===== config.mk =====
export PLATFORM = sky130hd
export DESIGN_NAME = rsq_ctrl
export DESIGN_NICKNAME = d
export VERILOG_FILES = /design/src/rtl/core/rsq_pkg.sv /design/src/rtl/core/rsq_ctrl.sv
export VERILOG_INCLUDE_DIRS = /design/src /design/src/rtl/core
export SDC_FILE = /design/constraint.sdc
export NUM_CORES = 1
export LEC_CHECK = 0
export BUFFER_PORTS_ARGS = -buffer_cell sky130_fd_sc_hd__buf_2
export CORE_MARGIN = 1.5
export CORE_UTILIZATION = 62
export DETAILED_ROUTE_END_ITERATION = 10
export PLACE_DENSITY = 0.8
export SYNTH_ARGS = -nofsm -noshare
export SYNTH_HDL_FRONTEND = slang
export SYNTH_SLANG_ARGS = --single-unit

===== constraint.sdc =====
create_clock -name clk -period 6.6 [get_ports clk]
set_clock_uncertainty 0.15 [all_clocks]
set_input_delay 1.32 -clock clk [delete_from_list [all_inputs] [get_ports clk]]
set_output_delay 1.32 -clock clk [all_outputs]
set_load 0.1 [all_outputs]

===== src/rtl/core/assert_macros.svh =====
// Assertion helpers for the RTL; rsq_ctrl.sv includes them.
`ifndef ASSERT_MACROS_SVH
`define ASSERT_MACROS_SVH

// A property that must hold at every clock edge outside reset.
`define RSQ_ASSERT(label, prop, msg) \
	label: assert property (@(posedge clk) disable iff (!arst_n) (prop)) else $error(msg);

// An implication checked in the same cycle.
`define RSQ_ASSERT_IMP(label, ante, cons, msg) \
	label: assert property (@(posedge clk) disable iff (!arst_n) (ante) |-> (cons)) \
		else $error(msg);

`endif


===== src/rtl/core/rsq_pkg.sv =====
`default_nettype none
package rsq_pkg;
	localparam int unsigned MAX_ELEMENTS_DEF = 1024;
	localparam logic [10:0] LEN_RESET = 11'd1024;

	localparam logic [1:0] FUNC_ASSIGN = 2'd0;
	localparam logic [1:0] FUNC_ADD = 2'd1;
	localparam logic [1:0] FUNC_QUERY = 2'd2;

	typedef struct packed {
		logic [63:0] sum;
		logic [63:0] sq;
		logic        af;
		logic [15:0] av;
		logic        df;
		logic [63:0] dv;
	} node_t;

	typedef enum logic [1:0] {
		WSEL_ZERO,
		WSEL_W,
		WSEL_CLR,
		WSEL_REC
	} wsel_t;

	typedef enum logic [1:0] {
		VSEL_OP,
		VSEL_AV,
		VSEL_DV
	} vsel_t;

	typedef enum logic [1:0] {
		MSEL_SV,
		MSEL_P1V,
		MSEL_VSUM
	} msel_t;

	typedef struct packed {
		logic  mem_rd;
		logic  mem_wr;
		wsel_t wsel;
		logic  ld_w;
		logic  ld_cur;
		logic  ld_op;
		logic  ld_v;
		vsel_t vsel;
		logic  mul_go;
		msel_t msel;
		logic  fin_assign;
		logic  fin_add;
		logic  acc_clr;
		logic  acc_add;
		logic  ld_res;
	} cmd_t;

	typedef struct packed {
		logic mul_done;
		logic cur_af;
		logic cur_df;
	} stat_t;

	typedef enum logic [4:0] {
		S_CLEAR,
		S_IDLE,
		S_ENTER,
		S_T_RD,
		S_T_WR,
		S_M1,
		S_M1W,
		S_M2,
		S_M2W,
		S_M3,
		S_M3W,
		S_FIN_A,
		S_FIN_D,
		S_PD_RD,
		S_PD_CH,
		S_PD_CRD,
		S_PD_ADD,
		S_PD_CWR,
		S_PD_PWR,
		S_RET,
		S_REC_L,
		S_REC_LW,
		S_REC_R,
		S_OUT
	} state_t;
endpackage
`default_nettype wire


===== src/rtl/core/rsq_ctrl.sv =====
`default_nettype none
`include "assert_macros.svh"
module rsq_ctrl #(
	parameter int unsigned MAX_ELEMENTS = rsq_pkg::MAX_ELEMENTS_DEF
) (
	input  wire logic                          clk,
	input  wire logic                          arst_n,
	input  wire logic                          in_valid,
	output logic                               in_stall,
	input  wire logic [1:0]                    func,
	input  wire logic [9:0]                    range_start,
	input  wire logic [9:0]                    range_end,
	output logic                               out_valid,
	input  wire logic                          out_stall,
	input  wire logic [10:0]                   len,
	output rsq_pkg::cmd_t                      cmd,
	output logic [$clog2(MAX_ELEMENTS):0]      addr,
	output logic [$clog2(MAX_ELEMENTS):0]      span,
	input  wire rsq_pkg::stat_t                stat
);
	localparam int unsigned IW = $clog2(MAX_ELEMENTS);
	localparam int unsigned KW = IW + 1;
	localparam int unsigned CW = (IW > 10) ? IW : 10;
	localparam int unsigned LW = (IW + 1 > 11) ? IW + 1 : 11;
	localparam int unsigned SD = IW;
	localparam int unsigned PW = $clog2(SD + 1);
	localparam int unsigned TI = (SD > 1) ? $clog2(SD) : 1;

	rsq_pkg::state_t state_q, state_d, ret_q, ret_d;
	logic [KW-1:0] k_q, k_d, clr_q, clr_d;
	logic [IW-1:0] lo_q, lo_d, hi_q, hi_d, last, mid, top_mid, top_lo, top_hi;
	logic [KW-1:0] top_k;
	logic          top_ph;
	logic [PW-1:0] sp_q, sp_d;
	logic [IW:0]   span_q, span_d, span_t, span_l, span_r, lohi, top_lohi;
	logic [9:0]    qs_q, qs_d, qe_q, qe_d;
	logic          chs_q, chs_d, pk_q, pk_d, qry_q, qry_d, asg_q, asg_d;
	logic          ov_q, ov_d, push, set_ph;
	logic [LW-1:0] len_x, len_m1;
	logic [CW-1:0] qs_c, qe_c, lo_c, hi_c;
	logic          outside, full;

	logic [KW-1:0] stk_k [SD];
	logic [IW-1:0] stk_lo [SD];
	logic [IW-1:0] stk_hi [SD];
	logic          stk_ph [SD];

	always_comb begin
		len_x = LW'(len);
		len_m1 = len_x - LW'(1);
		if (len_x == LW'(0))
			last = '0;
		else if (len_x > LW'(MAX_ELEMENTS))
			last = IW'(MAX_ELEMENTS - 1);
		else
			last = len_m1[IW-1:0];
		lohi = {1'b0, lo_q} + {1'b0, hi_q};
		mid = lohi[IW:1];
		span_t = {1'b0, hi_q} - {1'b0, lo_q} + (IW+1)'(1);
		span_l = {1'b0, mid} - {1'b0, lo_q} + (IW+1)'(1);
		span_r = {1'b0, hi_q} - {1'b0, mid};
		qs_c = CW'(qs_q);
		qe_c = CW'(qe_q);
		lo_c = CW'(lo_q);
		hi_c = CW'(hi_q);
		outside = (qs_c > hi_c) || (qe_c < lo_c);
		full = (qs_c <= lo_c) && (qe_c >= hi_c);
		top_k = stk_k[TI'(sp_q - PW'(1))];
		top_lo = stk_lo[TI'(sp_q - PW'(1))];
		top_hi = stk_hi[TI'(sp_q - PW'(1))];
		top_ph = stk_ph[TI'(sp_q - PW'(1))];
		top_lohi = {1'b0, top_lo} + {1'b0, top_hi};
		top_mid = top_lohi[IW:1];
	end

	always_ff @(posedge clk or negedge arst_n) begin
		if (!arst_n) begin
			state_q <= rsq_pkg::S_CLEAR;
			ret_q <= rsq_pkg::S_IDLE;
			clr_q <= '0;
			sp_q <= '0;
			ov_q <= 1'b0;
			k_q <= '0;
			lo_q <= '0;
			hi_q <= '0;
			span_q <= '0;
			qs_q <= '0;
			qe_q <= '0;
			chs_q <= 1'b0;
			pk_q <= 1'b0;
			qry_q <= 1'b0;
			asg_q <= 1'b0;
		end else begin
			state_q <= state_d;
			ret_q <= ret_d;
			clr_q <= clr_d;
			sp_q <= sp_d;
			ov_q <= ov_d;
			k_q <= k_d;
			lo_q <= lo_d;
			hi_q <= hi_d;
			span_q <= span_d;
			qs_q <= qs_d;
			qe_q <= qe_d;
			chs_q <= chs_d;
			pk_q <= pk_d;
			qry_q <= qry_d;
			asg_q <= asg_d;
		end
	end

	always_ff @(posedge clk) begin
		if (push) begin
			stk_k[TI'(sp_q)] <= k_q;
			stk_lo[TI'(sp_q)] <= lo_q;
			stk_hi[TI'(sp_q)] <= hi_q;
			stk_ph[TI'(sp_q)] <= 1'b0;
		end else if (set_ph) begin
			stk_ph[TI'(sp_q - PW'(1))] <= 1'b1;
		end
	end

	always_comb begin
		state_d = state_q;
		ret_d = ret_q;
		clr_d = clr_q;
		sp_d = sp_q;
		ov_d = ov_q && out_stall;
		k_d = k_q;
		lo_d = lo_q;
		hi_d = hi_q;
		span_d = span_q;
		qs_d = qs_q;
		qe_d = qe_q;
		chs_d = chs_q;
		pk_d = pk_q;
		qry_d = qry_q;
		asg_d = asg_q;
		push = 1'b0;
		set_ph = 1'b0;
		cmd = '0;
		addr = k_q;
		in_stall = 1'b1;
		unique case (state_q)
			rsq_pkg::S_CLEAR: begin
				cmd.mem_wr = 1'b1;
				cmd.wsel = rsq_pkg::WSEL_ZERO;
				addr = clr_q;
				clr_d = clr_q + KW'(1);
				if (&clr_q)
					state_d = rsq_pkg::S_IDLE;
			end
			rsq_pkg::S_IDLE: begin
				in_stall = 1'b0;
				if (in_valid) begin
					cmd.ld_op = 1'b1;
					cmd.acc_clr = 1'b1;
					qs_d = range_start;
					qe_d = range_end;
					qry_d = (func == rsq_pkg::FUNC_QUERY);
					asg_d = (func == rsq_pkg::FUNC_ASSIGN);
					k_d = KW'(1);
					lo_d = '0;
					hi_d = last;
					sp_d = '0;
					if (range_start <= range_end && (func == rsq_pkg::FUNC_QUERY
						|| func == rsq_pkg::FUNC_ASSIGN || func == rsq_pkg::FUNC_ADD))
						state_d = rsq_pkg::S_ENTER;
					else if (func == rsq_pkg::FUNC_QUERY)
						state_d = rsq_pkg::S_OUT;
				end
			end
			rsq_pkg::S_ENTER: begin
				if (outside) begin
					state_d = rsq_pkg::S_RET;
				end else begin
					cmd.mem_rd = 1'b1;
					if (full) begin
						span_d = span_t;
						state_d = rsq_pkg::S_T_RD;
					end else begin
						state_d = rsq_pkg::S_PD_RD;
					end
				end
			end
			rsq_pkg::S_T_RD: begin
				if (qry_q) begin
					cmd.acc_add = 1'b1;
					state_d = rsq_pkg::S_RET;
				end else begin
					cmd.ld_w = 1'b1;
					cmd.ld_v = 1'b1;
					cmd.vsel = rsq_pkg::VSEL_OP;
					pk_d = asg_q;
					ret_d = rsq_pkg::S_T_WR;
					state_d = rsq_pkg::S_M1;
				end
			end
			rsq_pkg::S_T_WR: begin
				cmd.mem_wr = 1'b1;
				cmd.wsel = rsq_pkg::WSEL_W;
				state_d = rsq_pkg::S_RET;
			end
			rsq_pkg::S_M1: begin
				cmd.mul_go = 1'b1;
				cmd.msel = rsq_pkg::MSEL_SV;
				state_d = rsq_pkg::S_M1W;
			end
			rsq_pkg::S_M1W: begin
				if (stat.mul_done)
					state_d = rsq_pkg::S_M2;
			end
			rsq_pkg::S_M2: begin
				cmd.mul_go = 1'b1;
				cmd.msel = rsq_pkg::MSEL_P1V;
				state_d = rsq_pkg::S_M2W;
			end
			rsq_pkg::S_M2W: begin
				if (stat.mul_done)
					state_d = pk_q ? rsq_pkg::S_FIN_A : rsq_pkg::S_M3;
			end
			rsq_pkg::S_M3: begin
				cmd.mul_go = 1'b1;
				cmd.msel = rsq_pkg::MSEL_VSUM;
				state_d = rsq_pkg::S_M3W;
			end
			rsq_pkg::S_M3W: begin
				if (stat.mul_done)
					state_d = rsq_pkg::S_FIN_D;
			end
			rsq_pkg::S_FIN_A: begin
				cmd.fin_assign = 1'b1;
				state_d = ret_q;
			end
			rsq_pkg::S_FIN_D: begin
				cmd.fin_add = 1'b1;
				state_d = ret_q;
			end
			rsq_pkg::S_PD_RD: begin
				cmd.ld_cur = 1'b1;
				chs_d = 1'b0;
				state_d = rsq_pkg::S_PD_CH;
			end
			rsq_pkg::S_PD_CH: begin
				cmd.mem_rd = 1'b1;
				addr = {k_q[KW-2:0], chs_q};
				span_d = chs_q ? span_r : span_l;
				state_d = rsq_pkg::S_PD_CRD;
			end
			rsq_pkg::S_PD_CRD: begin
				cmd.ld_w = 1'b1;
				if (stat.cur_af) begin
					cmd.ld_v = 1'b1;
					cmd.vsel = rsq_pkg::VSEL_AV;
					pk_d = 1'b1;
					ret_d = rsq_pkg::S_PD_ADD;
					state_d = rsq_pkg::S_M1;
				end else begin
					state_d = rsq_pkg::S_PD_ADD;
				end
			end
			rsq_pkg::S_PD_ADD: begin
				if (stat.cur_df) begin
					cmd.ld_v = 1'b1;
					cmd.vsel = rsq_pkg::VSEL_DV;
					pk_d = 1'b0;
					ret_d = rsq_pkg::S_PD_CWR;
					state_d = rsq_pkg::S_M1;
				end else begin
					state_d = rsq_pkg::S_PD_CWR;
				end
			end
			rsq_pkg::S_PD_CWR: begin
				cmd.mem_wr = 1'b1;
				cmd.wsel = rsq_pkg::WSEL_W;
				addr = {k_q[KW-2:0], chs_q};
				if (!chs_q) begin
					chs_d = 1'b1;
					state_d = rsq_pkg::S_PD_CH;
				end else begin
					state_d = rsq_pkg::S_PD_PWR;
				end
			end
			rsq_pkg::S_PD_PWR: begin
				cmd.mem_wr = 1'b1;
				cmd.wsel = rsq_pkg::WSEL_CLR;
				push = 1'b1;
				sp_d = sp_q + PW'(1);
				k_d = {k_q[KW-2:0], 1'b0};
				hi_d = mid;
				state_d = rsq_pkg::S_ENTER;
			end
			rsq_pkg::S_RET: begin
				if (sp_q == '0) begin
					state_d = qry_q ? rsq_pkg::S_OUT : rsq_pkg::S_IDLE;
				end else if (!top_ph) begin
					set_ph = 1'b1;
					k_d = {top_k[KW-2:0], 1'b1};
					lo_d = top_mid + IW'(1);
					hi_d = top_hi;
					state_d = rsq_pkg::S_ENTER;
				end else begin
					sp_d = sp_q - PW'(1);
					if (!qry_q) begin
						k_d = top_k;
						state_d = rsq_pkg::S_REC_L;
					end
				end
			end
			rsq_pkg::S_REC_L: begin
				cmd.mem_rd = 1'b1;
				addr = {k_q[KW-2:0], 1'b0};
				state_d = rsq_pkg::S_REC_LW;
			end
			rsq_pkg::S_REC_LW: begin
				cmd.ld_w = 1'b1;
				cmd.mem_rd = 1'b1;
				addr = {k_q[KW-2:0], 1'b1};
				state_d = rsq_pkg::S_REC_R;
			end
			rsq_pkg::S_REC_R: begin
				cmd.mem_wr = 1'b1;
				cmd.wsel = rsq_pkg::WSEL_REC;
				state_d = rsq_pkg::S_RET;
			end
			rsq_pkg::S_OUT: begin
				if (!ov_q || !out_stall) begin
					cmd.ld_res = 1'b1;
					ov_d = 1'b1;
					state_d = rsq_pkg::S_IDLE;
				end
			end
			default: state_d = rsq_pkg::S_IDLE;
		endcase
	end

	assign out_valid = ov_q;
	assign span = span_q;

	`RSQ_ASSERT(a_sp_bound, sp_q <= PW'(SD), "Traversal stack deeper than the tree.")
	`RSQ_ASSERT_IMP(a_out_from_query, $rose(ov_q), $past(state_q == rsq_pkg::S_OUT), "Result without a query.")
	`RSQ_ASSERT_IMP(a_mul_done_wait, stat.mul_done, (state_q == rsq_pkg::S_M1W || state_q == rsq_pkg::S_M2W || state_q == rsq_pkg::S_M3W), "Product done outside a wait state.")
endmodule
`default_nettype wire


=== After elaboration in Yosys (flattened, before gate mapping) ===
Memories as Yosys holds them, arrays and structs flattened.
Index checks and enable logic that the tools add are counted.

* Register bits after elaboration: 92
* Bits in latches: 0
* Bits in writable memories: 320
* Memory bits (read-only): 0
* Input bits: 40
* Memories kept: 4

* Add/subtract/negate cells: 12
* Multiply operators: 0
* Div/mod/pow operators: 0
* Order comparisons: 6
* Eq/ne operators: 42
* Shift-type cells: 0
* Mux-type cells: 87
* Bitwise gates (word level): 0
* Reductions and logical operators: 34

{| class="wikitable"
|+ Memories
! memory !! words !! bits a word !! read ports !! clocked after Yosys merged registers in !! wr ports !! RTL line !! RTL
|-
| stk_k || 10 || 11 || 1 || 0 || 1 || rsq_ctrl.sv:43 || <nowiki>logic [KW-1:0] stk_k [SD];</nowiki>
|-
| stk_hi || 10 || 10 || 1 || 0 || 1 || rsq_ctrl.sv:45 || <nowiki>logic [IW-1:0] stk_hi [SD];</nowiki>
|-
| stk_lo || 10 || 10 || 1 || 0 || 1 || rsq_ctrl.sv:44 || <nowiki>logic [IW-1:0] stk_lo [SD];</nowiki>
|-
| stk_ph || 10 || 1 || 1 || 0 || 1 || rsq_ctrl.sv:46 || <nowiki>logic stk_ph [SD];</nowiki>
|}

{| class="wikitable"
|+ Operators with widths
! operator !! count
|-
| one-hot mux 5 bit (22 select lines) || 1
|-
| two-way mux 5 bit || 20
|-
| two-way mux 10 bit || 8
|-
| two-way mux 11 bit || 7
|-
| one-hot mux 11 bit (4 select lines) || 1
|-
| equality test 5 x 4 -> 1 bit (second input constant) || 8
|-
| equality test 5 bit (second input constant) || 8
|-
| adder 11 x 1 -> 11 bit (second input constant) || 3
|-
| one-hot mux 11 bit (3 select lines) || 1
|-
| subtractor 10 x 10 -> 11 bit || 3
|-
| one-hot mux 10 bit (3 select lines) || 1
|-
| two-way mux 1 bit || 28
|-
| != test 2 bit (second input constant) || 14
|-
| adder 10 x 10 -> 11 bit || 2
|-
| one-hot mux 11 bit (2 select lines) || 1
|-
| equality test 5 x 3 -> 1 bit (second input constant) || 4
|-
| <= comparator 10 bit || 2
|-
| two-way mux 4 bit || 5
|-
| one-hot mux 10 bit (2 select lines) || 1
|-
| AND reduction 4 bit || 5
|-
| one-hot mux 3 bit (3 select lines) || 2
|-
| one-hot mux 5 bit (3 select lines) || 1
|-
| one-hot mux 3 bit (4 select lines) || 1
|-
| one-hot mux 4 bit (3 select lines) || 1
|-
| 34 further kinds || 53
|}

=== Longest topological paths before layout ===
An unclocked memory read counts as a cell.

* Depth after elaboration: 10
* Gate-level depth with buffers: 20
* Gate-level depth less buffers: 20

=== Least setup slack after synthesis ===
OpenSTA, ideal clock, no wires.

* Path kind: reg2out
* From: register hi_q[1] (netlist: hi_c[1])
* To: output port cmd[17] (netlist name)
* Data arrival time: 4.246 ns
* Path slack: 0.884 ns
* Stages on the path, launching flop included: 12
* Path buffers: 0
* Cells stage by stage: dfrtp_1 > inv_1 > ha_1 > nor2b_1 > o21a_1 > o21a_1 > o21a_1 > o21ai_0 > a21oi_1 > nor2_1 > a21boi_0 > o31ai_1

{| class="wikitable"
|+ RTL lines
! element !! RTL line !! RTL
|-
| start, declared || rsq_ctrl.sv:31 || <nowiki>logic [IW-1:0] lo_q, lo_d, hi_q, hi_d, last, mid, top_mid, top_lo, top_hi;</nowiki>
|-
| start signal, assigned || rsq_ctrl.sv:101 || <nowiki>hi_q <= hi_d;</nowiki>
|-
| end, declared || rsq_ctrl.sv:16 || <nowiki>output rsq_pkg::cmd_t cmd,</nowiki>
|}

=== Final worst setup path ===
* From: register sp_q[1]
* To: register lo_q[9] (netlist: lo_c[9])

* Longest elaborated chain between the ends: 7
* Elaborated cells between the ends (all ways): 13
* Classes of those cells: add/sub: 3; eq/ne: 2; mux: 3; reduce/logical: 2; memory: 3

{| class="wikitable"
|+ RTL lines
! element !! RTL line !! RTL
|-
| start, declared || rsq_ctrl.sv:34 || <nowiki>logic [PW-1:0] sp_q, sp_d;</nowiki>
|-
| start signal, assigned || rsq_ctrl.sv:97 || <nowiki>sp_q <= sp_d;</nowiki>
|-
| subtractor 4 x 1 -> 4 bit || rsq_ctrl.sv:69, rsq_ctrl.sv:70, rsq_ctrl.sv:71 ||
|-
| memory (10 x 10 bit) (on tied branches) || n/a ||
|-
| adder 10 x 10 -> 11 bit || rsq_ctrl.sv:72 || <nowiki>top_lohi = {1'b0, top_lo} + {1'b0, top_hi};</nowiki>
|-
| adder 10 x 1 -> 10 bit || rsq_ctrl.sv:299 || <nowiki>lo_d = top_mid + IW'(1);</nowiki>
|-
| two-way mux 10 bit || rsq_ctrl.sv:296 || <nowiki>end else if (!top_ph) begin</nowiki>
|-
| two-way mux 10 bit || rsq_ctrl.sv:294 || <nowiki>if (sp_q == '0) begin</nowiki>
|-
| one-hot mux 10 bit (2 select lines) || rsq_ctrl.sv:144 || <nowiki>unique case (state_q)</nowiki>
|-
| end signal, assigned || rsq_ctrl.sv:100 || <nowiki>lo_q <= lo_d;</nowiki>
|-
| end, declared || rsq_ctrl.sv:31 ||
|}

Parallel ways exist; a longest one is shown, timed or not. The select of a mux whose other input is x is not followed.
A chain may end at the register's enable or synchronous reset.

==> flow_summary.json <==
{
  "syn-cell-area_um2": 21000,
  "viasPerCell": 6.385,
  "ant_nets": 0,
  "crit_chain": "inv_1, ha_2, buf_4, mux4_2, mux2i_1, a21oi_1, ha_1, o21ai_0, a21oi_1, o41ai_1, xnor2_1, or4b_1, a211oi_2, xnor2_1, a22o_1",
  "vias": 14170,
  "dr.pass1.iters": 5,
  "hpwlAfterDp_um": 32730,
  "cts_setup_buffers": 0,
  "grt_pass1_vias": 14290,
  "io_pins": 82,
  "worst_pin_slew_ns": 1.126,
  "cts_sinks": 410,
  "n_fill_cell": 2215,
  "die_w_um": 187.0,
  "synth-edff-count": 320,
  "worst_setup_path_end_kind": "flop",
  "syn_inst": 1652,
  "syn_nets": 1820,
  "fin_setup_tns_ns": 0,
  "clock_latency_ns": 0.57,
  "clkTransAtPathRegs_ns": 0.06,
  "yosys_warnings": 0,
  "place.gp.congestion": 0.9275,
  "ys_dominant_reg_cell": "edfxtp_1",
  "gr-total-overflow": 0,
  "diodes": 0,
  "worstSetupPathType": "reg -> reg",
  "worstPathMaxFanout": 37,
  "cts_inserted_buffers": 43,
  "synth.distinct_cells": 69,
  "slew_violations": 0,
  "rsz0062_at_grt": "no",
  "ys_ff_latch": 410,
  "clockRootBuffer": "clkbuf_16",
  "grt_use_total_pct": 29.28,
  "crit_buf_inv": 2,
  "grt_max_degree": 74,
  "maxCapViolations": 0,
  "required_ns": 6.89,
  "drt-initial-drc-count": 1606,
  "totalWireLength_um": 50160,
  "initial_utilization_pct": 62.77,
  "die_area_um2": 34980,
  "min_path_type": "reg -> reg",
  "die_height_um": 187.0,
  "ys_async_sr_fraction_pct": 21.95,
  "wl_per_cell_um": 22.60,
  "synth-seq-area-share_pct": 56.50,
  "rows": 67,
  "relSlewSlack_pct": 24.78,
  "crit_family": "adder cells",
  "port_buffers": 81,
  "crit_path_start_kind": "flop",
  "cts_tree": "built",
  "drc": 0,
  "status": "finished, final reports clean",
  "hold_viol_final": 0,
  "layout_worst_path_cycle_share_pct": 83.86,
  "cp.arrival_ns": 5.82,
  "cts_max_level": 2,
  "antenna_found_initial": 0,
  "final-seq-area_um2": 11870,
  "avgSynthCellArea_um2": 12.71,
  "critPathSlowestCell": "ha_2",
  "ctsResizeCount": 0,
  "post-route-min-period_ns": 5.535,
  "max_freq_mhz": 180.7,
  "setup_viol": 0,
  "core_um2": 33450,
  "drive_gt1_share_pct": 16.37,
  "clk_path_buf_depth": 3,
  "multi_input_area_um2": 8616,
  "grt_pass1_wl_um": 79030,
  "syn2layout_area_growth_pct": 11.57,
  "nNetsFinal": 1904,
  "ctsHoldBuffers": 0,
  "cpPeakStageDelay_ns": 1.02
}
-- layout by cell type, fill, tap and decap left out, types with 26 or more instances in the layout --
master / count
dfrtp_1: 88
buf_4: 26
buf_2: 80
o21ai_0: 71
inv_1: 90
nor2b_1: 49
nor2_1: 113
ha_1: 122
mux2i_1: 47
xnor2_1: 38
nand2_1: 101
mux4_2: 64
clkbuf_16: 43
a21oi_1: 125
a211oi_1: 37
edfxtp_1: 320
-- sequential cells by signal, indices dropped and copies added (netlist names), 11 cells and up --
signal / cells
stk_lo: 100
span: 11
k_q: 11
clr_q: 11
stk_hi: 100
stk_k: 110
-- routing by layer --
metal | share of wire [%] | track usage [%] | vias to the layer above
li1 | - | - | 6405
met1 | 41 | 39.81 | 7017
met2 | 48 | 48.81 | 623
met3 | 7.3 | 3.715 | 124
met4 | 3.6 | 11.14 | 0
met5 | 0 | 0 | -
-- cell usage after synthesis (all sizes together), types with 3 or more instances --
cell type	n	share of area (%)
nor3	28	0.67
a2111oi	5	0.21
o21a	8	0.29
nor4	3	0.089
and3	9	0.27
nand2b	18	0.54
xnor2	39	1.6
buf	15	0.32
xor2	22	0.95
a31oi	12	0.36
dfrtp	89	11
o211ai	7	0.25
or2	4	0.12
a211oi	38	1.4
o31ai	11	0.39
nand3	19	0.45
a22oi	13	0.46
a21o	20	0.72
o21bai	7	0.25
fa	5	0.48
nor2	120	2.1
and2	5	0.15
a221oi	7	0.29
o21ai	73	1.7
mux4	64	6.9
ha	123	7.3
edfxtp	320	46
inv	90	1.6
or3	15	0.45
o22ai	4	0.12
nor2b	49	1.5
nand2	101	1.8
mux2i	47	2.2
a22o	4	0.17
nand4	16	0.51
a21boi	7	0.25
mux2	24	1.3
clkbuf	53	0.95
a21oi	126	3.0
-- worst reg2reg max path: stages (launching register included) --
cell and delay, ns:
dfrtp_1 0.52, inv_1 0.14, ha_2 1.02, buf_4 0.41, mux4_2 0.35, mux2i_1 0.26, a21oi_1 0.11, ha_1 0.37
o21ai_0 0.18, a21oi_1 0.09, o41ai_1 0.49, xnor2_1 0.20, or4b_1 0.57, a211oi_2 0.28, xnor2_1 0.09, a22o_1 0.18
-- logic make-up (layout without fill, tap and decap cells) --
| group | count (synthesis) | count (layout) | synth area share [%] |
|---|---|---|---|
| AOI/OAI and AO/OA | 365 | 365 | 10.91 |
| xor gates and xnor gates | 61 | 61 | 2.581 |
| adders and majority gates | 128 | 128 | 7.807 |
| buffers and inverters | 159 | 278 | 2.890 |
| DFF | 410 | 410 | 56.50 |
| muxes | 135 | 135 | 10.39 |
| and+or+nand+nor | 394 | 394 | 8.921 |
-- worst paths after layout --
| path | slack [ns] | depth (start not counted) | endpoint | start |
|---|---|---|---|---|
| setup / recovery | 1.07 | 15 | lo_c[9] | sp_q[1] |
| hold / removal | 0.35 | 2 | asg_q | asg_q |
| setup reg to reg | 1.07 | 15 | lo_c[9] | sp_q[1] |
| hold reg to reg | 0.35 | 2 | asg_q | asg_q |
| max in group asynchronous | 4.58 | 2 | lo_c[8] | arst_n |
| min in group asynchronous | 0.63 | 1 | ret_q[2] | arst_n |
-- area by class of cell --
class	count	area share (%)
well taps	448	2.393
repair buffers	107	2.628
multi-input cells	1083	36.78
clock buffers	63	5.299
clock inverters	17	0.7799
flip-flops and latches	410	50.66
inverters	91	1.458
-- per-stage QoR --
step / cell area, um2 / setup slack (ns) / instances / hold WS (ns) / utilization, %
2_1_floorplan: 21000 / 0.8842 / 1652 / 0.2981 / -
3_3_place_gp: 22000 / 1.348 / 2139 / 0.3277 / 65.77
3_5_place_dp: 22000 / 1.209 / 2139 / 0.3362 / 65.77
4_1_cts: 23420 / 1.151 / 2219 / 0.3509 / 70.03
5_1_grt: 23420 / 0.8539 / 2219 / 0.3753 / 70.03
6_report: 23420 / 1.065 / 2219 / 0.3474 / 70.03
Power is not shown: default switching activity piles up to over one toggle a cycle in this logic, so the estimate is an artifact.
